**src/design/qpld_pkg.sv**
```systemverilog
package qpld_pkg;

    localparam int SampleW      = 16;
    localparam int DarkW        = 7;
    localparam int BrightW      = 8;
    localparam int LevelsW      = 64;
    localparam int StaleW       = 16;
    localparam int CodeW        = 8;
    localparam int NumInputs    = 4;
    localparam int NumLevelRegs = 4;
    localparam int AddrW        = 6;
    localparam int DataW        = 64;
    localparam int RegIdxW      = 3;
    localparam int LevelW       = 2;

    // Register map, byte address = 8 * index
    localparam logic [RegIdxW-1:0] RegDiode0Levels = 3'd0;
    localparam logic [RegIdxW-1:0] RegDiode1Levels = 3'd1;
    localparam logic [RegIdxW-1:0] RegDiode2Levels = 3'd2;
    localparam logic [RegIdxW-1:0] RegDiode3Levels = 3'd3;
    localparam logic [RegIdxW-1:0] RegStaleTicks   = 3'd4;

    localparam logic [StaleW-1:0]  StaleReset      = 16'd20;
    localparam logic [DarkW-1:0]   PulseEndDark    = 7'd3;
    localparam logic [BrightW-1:0] MinPulseBright  = 8'd2;

    // Per-diode result of one tick
    typedef struct packed {
        logic              fire;   // becomes valid this tick
        logic              drop;   // time since pulse exceeds limit
        logic [LevelW-1:0] level;  // quantized updated level
    } diode_status_t;

endpackage

```
**src/design/qpld_diode.sv**
```systemverilog
module qpld_diode
    import qpld_pkg::*;
#(
    parameter int DARK_RESYNC_TICKS = 110
)
(
    input  logic               clk,
    input  logic               rst_n,
    input  logic               step,
    input  logic [SampleW-1:0] sample,
    input  logic [LevelsW-1:0] levels,
    input  logic [StaleW-1:0]  stale_ticks,
    output diode_status_t      status
);

    logic [DarkW-1:0]   dark_run_reg, dark_run_next;
    logic [BrightW-1:0] bright_run_reg, bright_run_next;
    logic [SampleW-1:0] peak_reg, peak_next;
    logic [SampleW-1:0] second_reg, second_next;
    logic [StaleW-1:0]  since_pulse_reg, since_pulse_next;
    logic [SampleW-1:0] held_reg, held_next;

    logic [SampleW-1:0] black, lvl1, lvl2, lvl3;
    logic [DarkW-1:0]   dark_inc;
    logic [SampleW:0]   pair_sum;
    logic               fire;

    assign black    = levels[15:0];
    assign lvl1     = levels[31:16];
    assign lvl2     = levels[47:32];
    assign lvl3     = levels[63:48];
    assign dark_inc = dark_run_reg + 1'b1;
    assign pair_sum = {1'b0, peak_reg} + {1'b0, second_reg};

    always_comb
    begin
        dark_run_next    = dark_run_reg;
        bright_run_next  = bright_run_reg;
        peak_next        = peak_reg;
        second_next      = second_reg;
        held_next        = held_reg;
        fire             = 1'b0;
        since_pulse_next = (since_pulse_reg == '1) ? since_pulse_reg
                                                   : since_pulse_reg + 1'b1;
        if (sample < black)
        begin
            dark_run_next = dark_inc;
            if (dark_inc == PulseEndDark)
            begin
                // short bright runs are discarded
                if (bright_run_reg > MinPulseBright)
                begin
                    fire             = 1'b1;
                    since_pulse_next = '0;
                    held_next        = pair_sum[SampleW:1];
                end
                peak_next       = '0;
                second_next     = '0;
                bright_run_next = '0;
            end
            else if (dark_inc == DarkW'(DARK_RESYNC_TICKS))
            begin
                fire             = 1'b1;
                since_pulse_next = '0;
                dark_run_next    = '0;
            end
        end
        else
        begin
            dark_run_next = '0;
            if (bright_run_reg != '1)
            begin
                bright_run_next = bright_run_reg + 1'b1;
            end
            if (sample > peak_reg)
            begin
                second_next = peak_reg;
                peak_next   = sample;
            end
            else if (sample > second_reg)
            begin
                second_next = sample;
            end
        end
    end

    always_comb
    begin
        status.fire = fire;
        status.drop = since_pulse_next > stale_ticks;
        if (held_next <= lvl1)
        begin
            status.level = 2'd0;
        end
        else if (held_next <= lvl2)
        begin
            status.level = 2'd1;
        end
        else if (held_next <= lvl3)
        begin
            status.level = 2'd2;
        end
        else
        begin
            status.level = 2'd3;
        end
    end

    always_ff @(posedge clk or negedge rst_n)
    begin
        if (!rst_n)
        begin
            dark_run_reg    <= '0;
            bright_run_reg  <= '0;
            peak_reg        <= '0;
            second_reg      <= '0;
            since_pulse_reg <= '0;
            held_reg        <= '0;
        end
        else if (step)
        begin
            dark_run_reg    <= dark_run_next;
            bright_run_reg  <= bright_run_next;
            peak_reg        <= peak_next;
            second_reg      <= second_next;
            since_pulse_reg <= since_pulse_next;
            held_reg        <= held_next;
        end
    end

endmodule

```
**src/design/quad_photodiode_level_decoder.sv**
```systemverilog
// Quad photodiode level decoder.
// Input channel: one item per sampling tick, four 16-bit brightness samples
// (sample_a..sample_d = diodes 0..3) with in_valid / in_stall.
// Output channel: symbol_code (four 2-bit levels, diode i at bits 2i+1..2i)
// with out_valid / out_stall. Most ticks produce no item; one is produced
// when every diode has been marked valid by an ended pulse or a dark resync.
// Config: APB-style, 64-bit data, register i at byte address 8*i: per-diode
// threshold words (black, level one/two/three) and the stale tick limit.
// Timing: an accepted item is held in the input register; when it steps, the
// per-diode counters, peak trackers and quantizers update and load the result
// register, which raises out_valid. One item per cycle sustained unless an
// emitting tick waits on a stalled output; the limit is the state update loop.
// Stall: when a result waits stalled in the output register, a tick that
// would emit another is held in the input register and in_stall rises;
// ticks that emit nothing keep flowing.
// Reset: all counters, levels and marks clear, thresholds clear, stale limit
// returns to 20, both channels empty.
module quad_photodiode_level_decoder
    import qpld_pkg::*;
#(
    parameter int DIODE_COUNT       = 4,
    parameter int DARK_RESYNC_TICKS = 110
)
(
    input  logic               clk,
    input  logic               rst_n,
    // input channel
    input  logic               in_valid,
    output logic               in_stall,
    input  logic [SampleW-1:0] sample_a,
    input  logic [SampleW-1:0] sample_b,
    input  logic [SampleW-1:0] sample_c,
    input  logic [SampleW-1:0] sample_d,
    // output channel
    output logic               out_valid,
    input  logic               out_stall,
    output logic [CodeW-1:0]   symbol_code,
    // config port
    input  logic               psel,
    input  logic               penable,
    input  logic               pwrite,
    input  logic [AddrW-1:0]   paddr,
    input  logic [DataW-1:0]   pwdata,
    output logic [DataW-1:0]   prdata,
    output logic               pready
);

    // ---------------- configuration ----------------
    logic [RegIdxW-1:0] reg_idx;
    logic               cfg_write;
    logic [LevelsW-1:0] lvl_cfg [NumLevelRegs];
    logic [StaleW-1:0]  stale_reg;

    assign pready    = 1'b1;
    assign reg_idx   = paddr[AddrW-1:3];
    assign cfg_write = psel && penable && pwrite;

    for (genvar r = 0; r < NumLevelRegs; r++)
    begin : g_lvl_cfg
        if (r < DIODE_COUNT)
        begin : g_stored
            logic [LevelsW-1:0] lvl_reg;
            always_ff @(posedge clk or negedge rst_n)
            begin
                if (!rst_n)
                begin
                    lvl_reg <= '0;
                end
                else if (cfg_write && reg_idx == RegIdxW'(r))
                begin
                    lvl_reg <= pwdata;
                end
            end
            assign lvl_cfg[r] = lvl_reg;
        end
        else
        begin : g_absent
            // no such diode: register reads as zero, writes ignored
            assign lvl_cfg[r] = '0;
        end
    end

    always_ff @(posedge clk or negedge rst_n)
    begin
        if (!rst_n)
        begin
            stale_reg <= StaleReset;
        end
        else if (cfg_write && reg_idx == RegStaleTicks)
        begin
            stale_reg <= pwdata[StaleW-1:0];
        end
    end

    always_comb
    begin
        case (reg_idx)
            RegDiode0Levels: prdata = lvl_cfg[0];
            RegDiode1Levels: prdata = lvl_cfg[1];
            RegDiode2Levels: prdata = lvl_cfg[2];
            RegDiode3Levels: prdata = lvl_cfg[3];
            RegStaleTicks:   prdata = {{(DataW-StaleW){1'b0}}, stale_reg};
            default:         prdata = '0;
        endcase
    end

    // ---------------- input register ----------------
    logic               s1_valid_reg;
    logic [SampleW-1:0] s1_sample_reg [NumInputs];
    logic               in_accept;
    logic               step;
    logic               advance;
    logic               emit;

    assign in_stall  = s1_valid_reg && !advance;
    assign in_accept = in_valid && !in_stall;
    assign step      = s1_valid_reg && advance;

    always_ff @(posedge clk or negedge rst_n)
    begin
        if (!rst_n)
        begin
            s1_valid_reg <= 1'b0;
        end
        else if (in_accept)
        begin
            s1_valid_reg <= 1'b1;
        end
        else if (step)
        begin
            s1_valid_reg <= 1'b0;
        end
    end

    always_ff @(posedge clk)
    begin
        if (in_accept)
        begin
            s1_sample_reg[0] <= sample_a;
            s1_sample_reg[1] <= sample_b;
            s1_sample_reg[2] <= sample_c;
            s1_sample_reg[3] <= sample_d;
        end
    end

    // ---------------- per-diode channels ----------------
    diode_status_t          status [DIODE_COUNT];
    logic [DIODE_COUNT-1:0] marks_reg, marks_next;
    logic [CodeW-1:0]       code;

    for (genvar d = 0; d < DIODE_COUNT; d++)
    begin : g_diode
        logic [SampleW-1:0] smp;
        logic [LevelsW-1:0] lvl;
        if (d < NumInputs)
        begin : g_wired
            assign smp = s1_sample_reg[d];
            assign lvl = lvl_cfg[d];
        end
        else
        begin : g_spare
            // extra diodes see dark-free zero input and zero thresholds
            assign smp = '0;
            assign lvl = '0;
        end

        qpld_diode #(
            .DARK_RESYNC_TICKS (DARK_RESYNC_TICKS)
        ) u_diode (
            .clk         (clk),
            .rst_n       (rst_n),
            .step        (step),
            .sample      (smp),
            .levels      (lvl),
            .stale_ticks (stale_reg),
            .status      (status[d])
        );

        // fire sets the mark; otherwise a stale diode loses it
        assign marks_next[d] = status[d].fire ? 1'b1 :
                               status[d].drop ? 1'b0 : marks_reg[d];
    end

    always_comb
    begin
        code = '0;
        for (int d = 0; d < DIODE_COUNT; d++)
        begin
            if (d < CodeW / LevelW)
            begin
                code[LevelW*d +: LevelW] = status[d].level;
            end
        end
    end

    assign emit = &marks_next;

    // a tick that emits waits while a stalled result occupies the output
    assign advance = !emit || !out_valid || !out_stall;

    always_ff @(posedge clk or negedge rst_n)
    begin
        if (!rst_n)
        begin
            marks_reg <= '0;
        end
        else if (step)
        begin
            marks_reg <= emit ? '0 : marks_next;
        end
    end

    // ---------------- output register ----------------
    logic             out_valid_reg;
    logic [CodeW-1:0] code_reg;

    always_ff @(posedge clk or negedge rst_n)
    begin
        if (!rst_n)
        begin
            out_valid_reg <= 1'b0;
        end
        else if (step && emit)
        begin
            out_valid_reg <= 1'b1;
        end
        else if (!out_stall)
        begin
            out_valid_reg <= 1'b0;
        end
    end

    always_ff @(posedge clk)
    begin
        if (step && emit)
        begin
            code_reg <= code;
        end
    end

    assign out_valid   = out_valid_reg;
    assign symbol_code = code_reg;

`ifndef ASSERT_OFF
    a_marks_clear_on_emit: assert property (@(posedge clk) disable iff (!rst_n)
        (step && emit) |=> (marks_reg == '0))
        else $error("valid marks not cleared after emitting a symbol");

    a_out_from_emit: assert property (@(posedge clk) disable iff (!rst_n)
        $rose(out_valid_reg) |-> $past(step && emit))
        else $error("result appeared without an emitting tick");

    a_stall_needs_item: assert property (@(posedge clk) disable iff (!rst_n)
        !s1_valid_reg |-> !in_stall)
        else $error("input stalled with empty input register");

    a_blocked_emit_holds: assert property (@(posedge clk) disable iff (!rst_n)
        (s1_valid_reg && emit && out_valid_reg && out_stall) |=> s1_valid_reg)
        else $error("emitting tick dropped while output stalled");
`endif

endmodule

```
**config.mk**
```make
export PLATFORM = sky130hd
export DESIGN_NAME = quad_photodiode_level_decoder
export DESIGN_NICKNAME = d
export VERILOG_FILES = /design/src/design/qpld_pkg.sv /design/src/design/qpld_diode.sv /design/src/design/quad_photodiode_level_decoder.sv
export SDC_FILE = /design/constraint.sdc
export NUM_CORES = 2
export LEC_CHECK = 0
export ABC_CLOCK_PERIOD_IN_PS = 9000
export BUFFER_PORTS_ARGS = -buffer_cell sky130_fd_sc_hd__buf_2
export CAP_MARGIN = 20
export CELL_PAD_IN_SITES_DETAIL_PLACEMENT = 0
export CELL_PAD_IN_SITES_GLOBAL_PLACEMENT = 1
export CORE_MARGIN = 3
export CORE_UTILIZATION = 49
export CTS_CLUSTER_SIZE = 16
export DETAILED_ROUTE_END_ITERATION = 8
export PLACE_DENSITY_LB_ADDON = 0.1
export SYNTH_ARGS = -nofsm -noshare
export SYNTH_HDL_FRONTEND = slang
export SYNTH_SLANG_ARGS = --single-unit
```
**constraint.sdc**
```tcl
create_clock -name clk -period 9 [get_ports clk]
set_input_delay 1.8 -clock clk [delete_from_list [all_inputs] [get_ports clk]]
set_output_delay 1.8 -clock clk [all_outputs]
set_load 0.01 [all_outputs]
```
=== Word level (Yosys, flattened, before mapping) ===
Memories as Yosys holds them, arrays and structs flattened.
Index checks and enable logic that the tools add are counted.

* Add/subtract/negate cells: 16
* Order comparisons: 32
* Eq/ne operators: 25
* Multiplexer cells: 120
* Reductions and logical operators: 49

{| class="wikitable"
|+ Operators with widths
! kind !! count
|-
| $mux W16 || 56
|-
| $pmux W64 S5 || 1
|-
| $gt A16 B16 Y1 || 12
|-
| $le A16 B16 Y1 || 12
|-
| $mux W8 || 12
|-
| $mux W7 || 12
|-
| $add A16 B16 Y17 || 4
|-
| $add A16 B1 Y16 const B || 4
|-
| $eq A16 B16 Y1 const B || 4
|-
| $lt A16 B16 Y1 || 4
|-
| $mux W1 || 38
|-
| $reduce_and A3 Y1 || 12
|-
| $add A8 B1 Y8 const B || 4
|-
| $gt A8 B2 Y1 const B || 4
|-
| $ne A8 B8 Y1 const B || 4
|-
| $add A7 B1 Y7 const B || 4
|-
| $eq A7 B2 Y1 const B || 4
|-
| $eq A7 B7 Y1 const B || 4
|-
| $reduce_bool A2 Y1 || 9
|-
| $reduce_bool A3 Y1 || 4
|-
| $logic_and A1 B1 Y1 || 11
|-
| $ne A2 B2 Y1 const B || 4
|-
| $reduce_or A2 Y1 || 4
|-
| $eq A3 B2 Y1 const B || 2
|-
| 8 further kinds || 13
|}

* Register bits: 602
* RAM bits: 64
* Bits of input ports: 141
* Output and inout port bits: 75
* Logic and storage cells: 283
* Memories kept: 1

{| class="wikitable"
|+ Memories
! memory !! depth !! bits a word !! rd ports !! clocked after Yosys merged registers in !! wr ports !! line !! RTL
|-
| s1_sample_reg || 4 || 16 || 4 || 0 || 4 || quad_photodiode_level_decoder.sv:109 || <nowiki>logic [SampleW-1:0] s1_sample_reg [NumInputs];</nowiki>
|}

=== Logic depth before layout (Yosys ltp) ===
* Depth in word-level cells: 18
* Gate-level depth with buffers: 24
* Mapped depth without buffers: 20

=== By module ===
A second synthesis with hierarchy kept.

* Cells, all modules: 4,735
* Area, all modules: 46,673.5 um^2

{| class="wikitable"
|+ Modules (own cells, without submodules)
! module !! instances !! cells an instance !! area an instance (um^2) !! seq. area each (um^2)
|-
| qpld_diode (g_diode[0].u_diode ...) || 2 || 937 || 8,016.4 || 1,976.9
|-
| qpld_diode (g_diode[2].u_diode ...) || 2 || 986 || 7,901.3 || 1,976.9
|-
| quad_photodiode_level_decoder || 1 || 889 || 14,838.0 || 9,121.2
|}

=== Least setup slack after synthesis ===
Ideal clock, no wire load.

* Path kind: register -> register
* From: register g_diode[2].u_diode.dark_run_reg[0]
* To: memory s1_sample_reg[0][0], enable pin
* Setup time: 0.493 ns
* Arrival: 6.827 ns
* Data required time: 8.507 ns
* Setup slack: 1.680 ns
* Cell stages (with the launch flop): 19
* Path buffers: 2
* Period minus slack after synthesis: 7.320 ns
* Path through: dfrtp_1 > ha_1 > clkbuf_1 > nor4_1 > o221ai_1 > a221o_1 > a22oi_1 > clkbuf_1 > nor2_1 > ha_1 > nand2_1 > o21ai_0 > o211ai_1 > and4b_1 > a21o_1 > a211o_1 > nand3_1 > nor3_1 > nor2b_1

{| class="wikitable"
|+ RTL lines
! what !! line !! RTL
|-
| from (decl) || qpld_diode.sv:16 || <nowiki>logic [DarkW-1:0] dark_run_reg, dark_run_next;</nowiki>
|-
| from (signal assigned) || qpld_diode.sv:122 || <nowiki>dark_run_reg <= dark_run_next;</nowiki>
|-
| to (decl) || quad_photodiode_level_decoder.sv:109 ||
|}

=== Worst setup path in the final report ===
* From: register g_lvl_cfg[3].g_stored.lvl_reg[7] (netlist: g_diode[3].lvl[7])
* To: output in_stall

* Cells in the longest elaborated chain, start to end: 11
* Elaborated cells between the ends (all ways): 12
* Classes of those cells: order compare (2); mux (4); reduce/logical (6)

{| class="wikitable"
|+ RTL lines
! what !! line !! RTL
|-
| from (decl) || quad_photodiode_level_decoder.sv:62 || <nowiki>logic [LevelsW-1:0] lvl_reg;</nowiki>
|-
| from (signal assigned) || quad_photodiode_level_decoder.sv:71 || <nowiki>lvl_reg <= pwdata;</nowiki>
|-
| $lt A16 B16 Y1 || qpld_diode.sv:45 || <nowiki>if (sample < black)</nowiki>
|-
| $mux W16 || qpld_diode.sv:45 ||
|-
| net g_diode[3].u_diode.since_pulse_next[1] || qpld_diode.sv:20 || <nowiki>logic [StaleW-1:0] since_pulse_reg, since_pulse_next;</nowiki>
|-
| $gt A16 B16 Y1 || qpld_diode.sv:90 || <nowiki>status.drop = since_pulse_next > stale_ticks;</nowiki>
|-
| $mux W1 || quad_photodiode_level_decoder.sv:181 || <nowiki>status[d].drop ? 1'b0 : marks_reg[d];</nowiki>
|-
| $mux W1 || quad_photodiode_level_decoder.sv:180 || <nowiki>assign marks_next[d] = status[d].fire ? 1'b1 :</nowiki>
|-
| $reduce_and A4 Y1 || quad_photodiode_level_decoder.sv:196 || <nowiki>assign emit = &marks_next;</nowiki>
|-
| $logic_not A1 Y1 || quad_photodiode_level_decoder.sv:199 || <nowiki>assign advance = !emit || !out_valid || !out_stall;</nowiki>
|-
| $logic_or A1 B1 Y1 (2 in a row) || quad_photodiode_level_decoder.sv:199 ||
|-
| $logic_not A1 Y1 || quad_photodiode_level_decoder.sv:115 || <nowiki>assign in_stall = s1_valid_reg && !advance;</nowiki>
|-
| $logic_and A1 B1 Y1 || quad_photodiode_level_decoder.sv:115 ||
|-
| to (decl) || quad_photodiode_level_decoder.sv:29 || <nowiki>output logic in_stall,</nowiki>
|}

The timed path passes the listed nets, and every way through them passes these cells.

==> impl_results.md <==
- Final #Nets: 5568
- Multi-input gate area: 0.02489 sq mm
- Tcrit/Tclk final: 88.25%
- Gr usage total: 30.12%
- Setup TNS: 0 ps
- Hold Crit Depth: 2
- Mapped Cells: 4720
- Pre-antenna DRT Iters: 8
- CTS tree: done
- Cts bufs inserted: 80
- Worst-path fanout max: 24
- Post-Syn Area: 0.04434 sq mm
- Number of global-route vias before repair: 34500
- Clock Skew: 25.35 ps
- H-tree levels: 3
- Core area: 0.08906 sq mm
- Synth-to-Final Area Change: 11.38%
- Drt total wl: 142000 um
- Clock Latency Late Sink: 650 ps
- Top cells by count, synth: dfrtp_1 (592), nand2_1 (543), ha_1 (528), inv_1 (476), o21ai_0 (429)
- Post-CTS sizing: 0
- Post-CTS setup buffers: 0
- RSZ-0062 raised after global routing: false
- Die Footprint: 0.09413 sq mm
- Worst hold path class: reg -> reg
- Worst R2R Start: g_diode[3].lvl[7]$_DFFE_PN0P_
- Crit-path slowest cell: nor3_1
- Netlist cell types: 81
- Antenna violations before repair: 3
- Post-synth EDFFs: 72
- Vias per inst: 5.881
- GP Congestion: 0.9025
- Row count: 109
- Yosys warning count: 0
- Die Height: 306.8 um
- Sink Count: 666
- Port bufs: 211
- Minimum clock period: 7943 ps
- Hold Startpoint: g_diode[3].u_diode.held_reg[5]$_DFFE_PN0P_
- CP Depth: 20
- Synth area leaders: dfrtp_1 (33%), ha_1 (15%), edfxtp_1 (4.9%)
- DRT iter0 DRCs: 3174
- Reg clk slew, reported paths: 60 ps
- Post-synthesis net count: 5393
- Reg2Reg Setup Slack: 2470 ps
- Final setup fails: 0
- PwrDens: 291.7 mW/mm^2
- Fmax: 125.9 MHz
- Chip width: 306.8 um
- Final ANT Viol Nets: 0
- Yosys top cell by area: dfrtp_1
- Most frequent cell after synthesis: dfrtp_1
- Layout Utilization: 55.45%
- Grt ovf: 0
- Met3 usage: 5.854%
- GR peak layer: met2
- Worst Setup SP: g_diode[3].lvl[7]$_DFFE_PN0P_
- VDD IR-drop max: 0.1632 mV
- Number of cells on the worst reg-to-reg path: 21
- P_leak: 23.48 nW
- Hold endpoint: g_diode[3].u_diode.held_reg[5]$_DFFE_PN0P_
- Status: completed
- Clk Tree Root Cell: clkbuf_16
- Cell Chain, Critical Path: inv_1, ha_1, a21oi_1, o21ai_0, a211oi_1, o31ai_4, buf_4, nor2_1, buf_4, nor2_1, ha_1, nor2b_1, o21a_1, o21ai_0, a21oi_1, o221ai_1, o31a_1, nand3_1, nor3_1, buf_2
- Syn Area/Cell: 9.393 sq um
- I/O pins: 216
- Post-synth ARST share: 89.19%
- Critical Path Max Stage Delay: 460 ps
- Register Area: 0.01703 sq mm
- Slew headroom: 22.14%
- Routed vias: 36040
- Layout cells sized above 1: 13.59%
- Post-synth top area share: 33.41%
- Max-slew violation count: 0
- Crit path DAT: 6140 ps
- Largest net degree at the start of global routing: 143
- Fill count: 8151
- Post-synthesis sequential area ratio: 38.41%
- First-pass GRT wire length: 215700 um
- Flops & latches, synth: 666
- Ys flop type: dfrtp_1
- Bufs and invs on worst path: 4
- DRC: 0
- Max Root-Sink Buffers: 3
- GR Util met2: 46.07%
- Met1 usage: 43.46%
- Worst path required time: 7200 ps
- Wire per inst: 23.18 um
- Least-Margin Pin Slew: 1156 ps
- Hold_buf cts: 0
- Post-DP HPWL: 106200 um
- Kind of critical path: reg -> out
- Final hold violation count: 0
- CP Launch Type: flip-flop
- Hold slack: 470.3 ps
- Max-cap violations: 0
- Initial cell density of the core: 49.78%
- CP endpoint kind: output pin
- Cell class contributing the biggest share of worst-path delay: compound AO/OA/AOI/OAI gates
- Number of flip-flops in the largest register: 256
- R2r endpoint: s1_sample_reg[2][10]$_DFFE_PP_
## power breakdown
part / switching [mW] / total (mW) / internal (mW)
clock: 1.39 / 3.28 / 1.89
combinational: 3.81 / 6.50 / 2.68
sequential: 0.775 / 4.63 / 3.85
total: 5.98 / 14.4 / 8.43
## worst min-delay path, stage by stage (launching register included)
cell and delay [ps]:
dfrtp_1 340, nand2_1 50, nand2_1 50
## per-stage QoR
| stage | power [mW] | std cells | instance area [sq um] | setup WS (ps) |
|---|---|---|---|---|
| final | 14.40 | 6128 | 49380 | 1057 |
| after global routing | 15.49 | 6126 | 49380 | 570.9 |
| after CTS | 14.44 | 6123 | 49360 | 1028 |
| after detailed placement | 11.09 | 5977 | 46740 | 1758 |
| after global placement | 10.98 | 5975 | 46720 | 1770 |
| after floorplan | 8.903 | 4720 | 44340 | 1680 |
## kinds of logic (layout without fill, tap and decap cells)
| group | Yosys count | count (layout) | synth area share [%] |
|---|---|---|---|
| XOR/XNOR | 85 | 85 | 1.679 |
| other | 1 | 5 | 0.008458 |
| AND/OR/NAND/NOR | 1318 | 1318 | 14.00 |
| adder cells (fa/ha/maj) | 532 | 532 | 15.08 |
| AO/OA/AOI/OAI | 1196 | 1196 | 17.28 |
| multiplexers | 265 | 265 | 7.828 |
| flip-flops | 666 | 666 | 38.41 |
| buffers and inverters | 657 | 896 | 5.715 |
## routing by layer
metal  wire (um)  vias up
met1       64910    17540
met3       10290      185
li1            -    17230
met4        4623        0
met2       62210     1081
met5           0        -
## cells in the final DEF, fill, tap and decap left out, types with 39 or more instances in the layout
master     Yosys  layout
xnor2_1       41      41
nand2_1      543     543
xor2_1        44      44
nand4_1       95      95
nor2_1       229     228
o31ai_1       47      44
o21ai_0      429     426
a21o_1        87      87
mux2i_1       43      43
a22o_1        43      43
o21a_1        69      69
nand2b_1      39      39
clkbuf_16      0      84
mux4_2        48      48
a21oi_1      199     198
edfxtp_1      72      72
nor3_1        60      60
buf_2         27     208
buf_4          5      61
ha_1         528     528
mux2_2       173     173
o2bb2ai_1     83      83
nor2b_1      102     101
nand3_1      100      99
inv_1        476     476
dfrtp_1      592     592
## how the worst max path moves through the flow
| stage | to |
|---|---|
| 6_report | in_stall |
| 5_1_grt | in_stall |
| 4_1_cts | in_stall |
| 3_5_place_dp | in_stall |
| 3_3_place_gp | in_stall |
| 2_1_floorplan | s1_sample_reg[0][0]$_DFFE_PP_ |
## cell type report
cell class,instances,area share [%]
Antenna cell,4,0.02027
Sequential cell,666,34.48
Timing Repair Buffer,274,3.210
Multi-Input combinational cell,3397,50.40
Inverter,476,3.618
Tap cell,1165,2.952
Clock buffer,110,4.758
Clock inverter,36,0.5574
No activity file was read; power rests on OpenSTA's default activity.
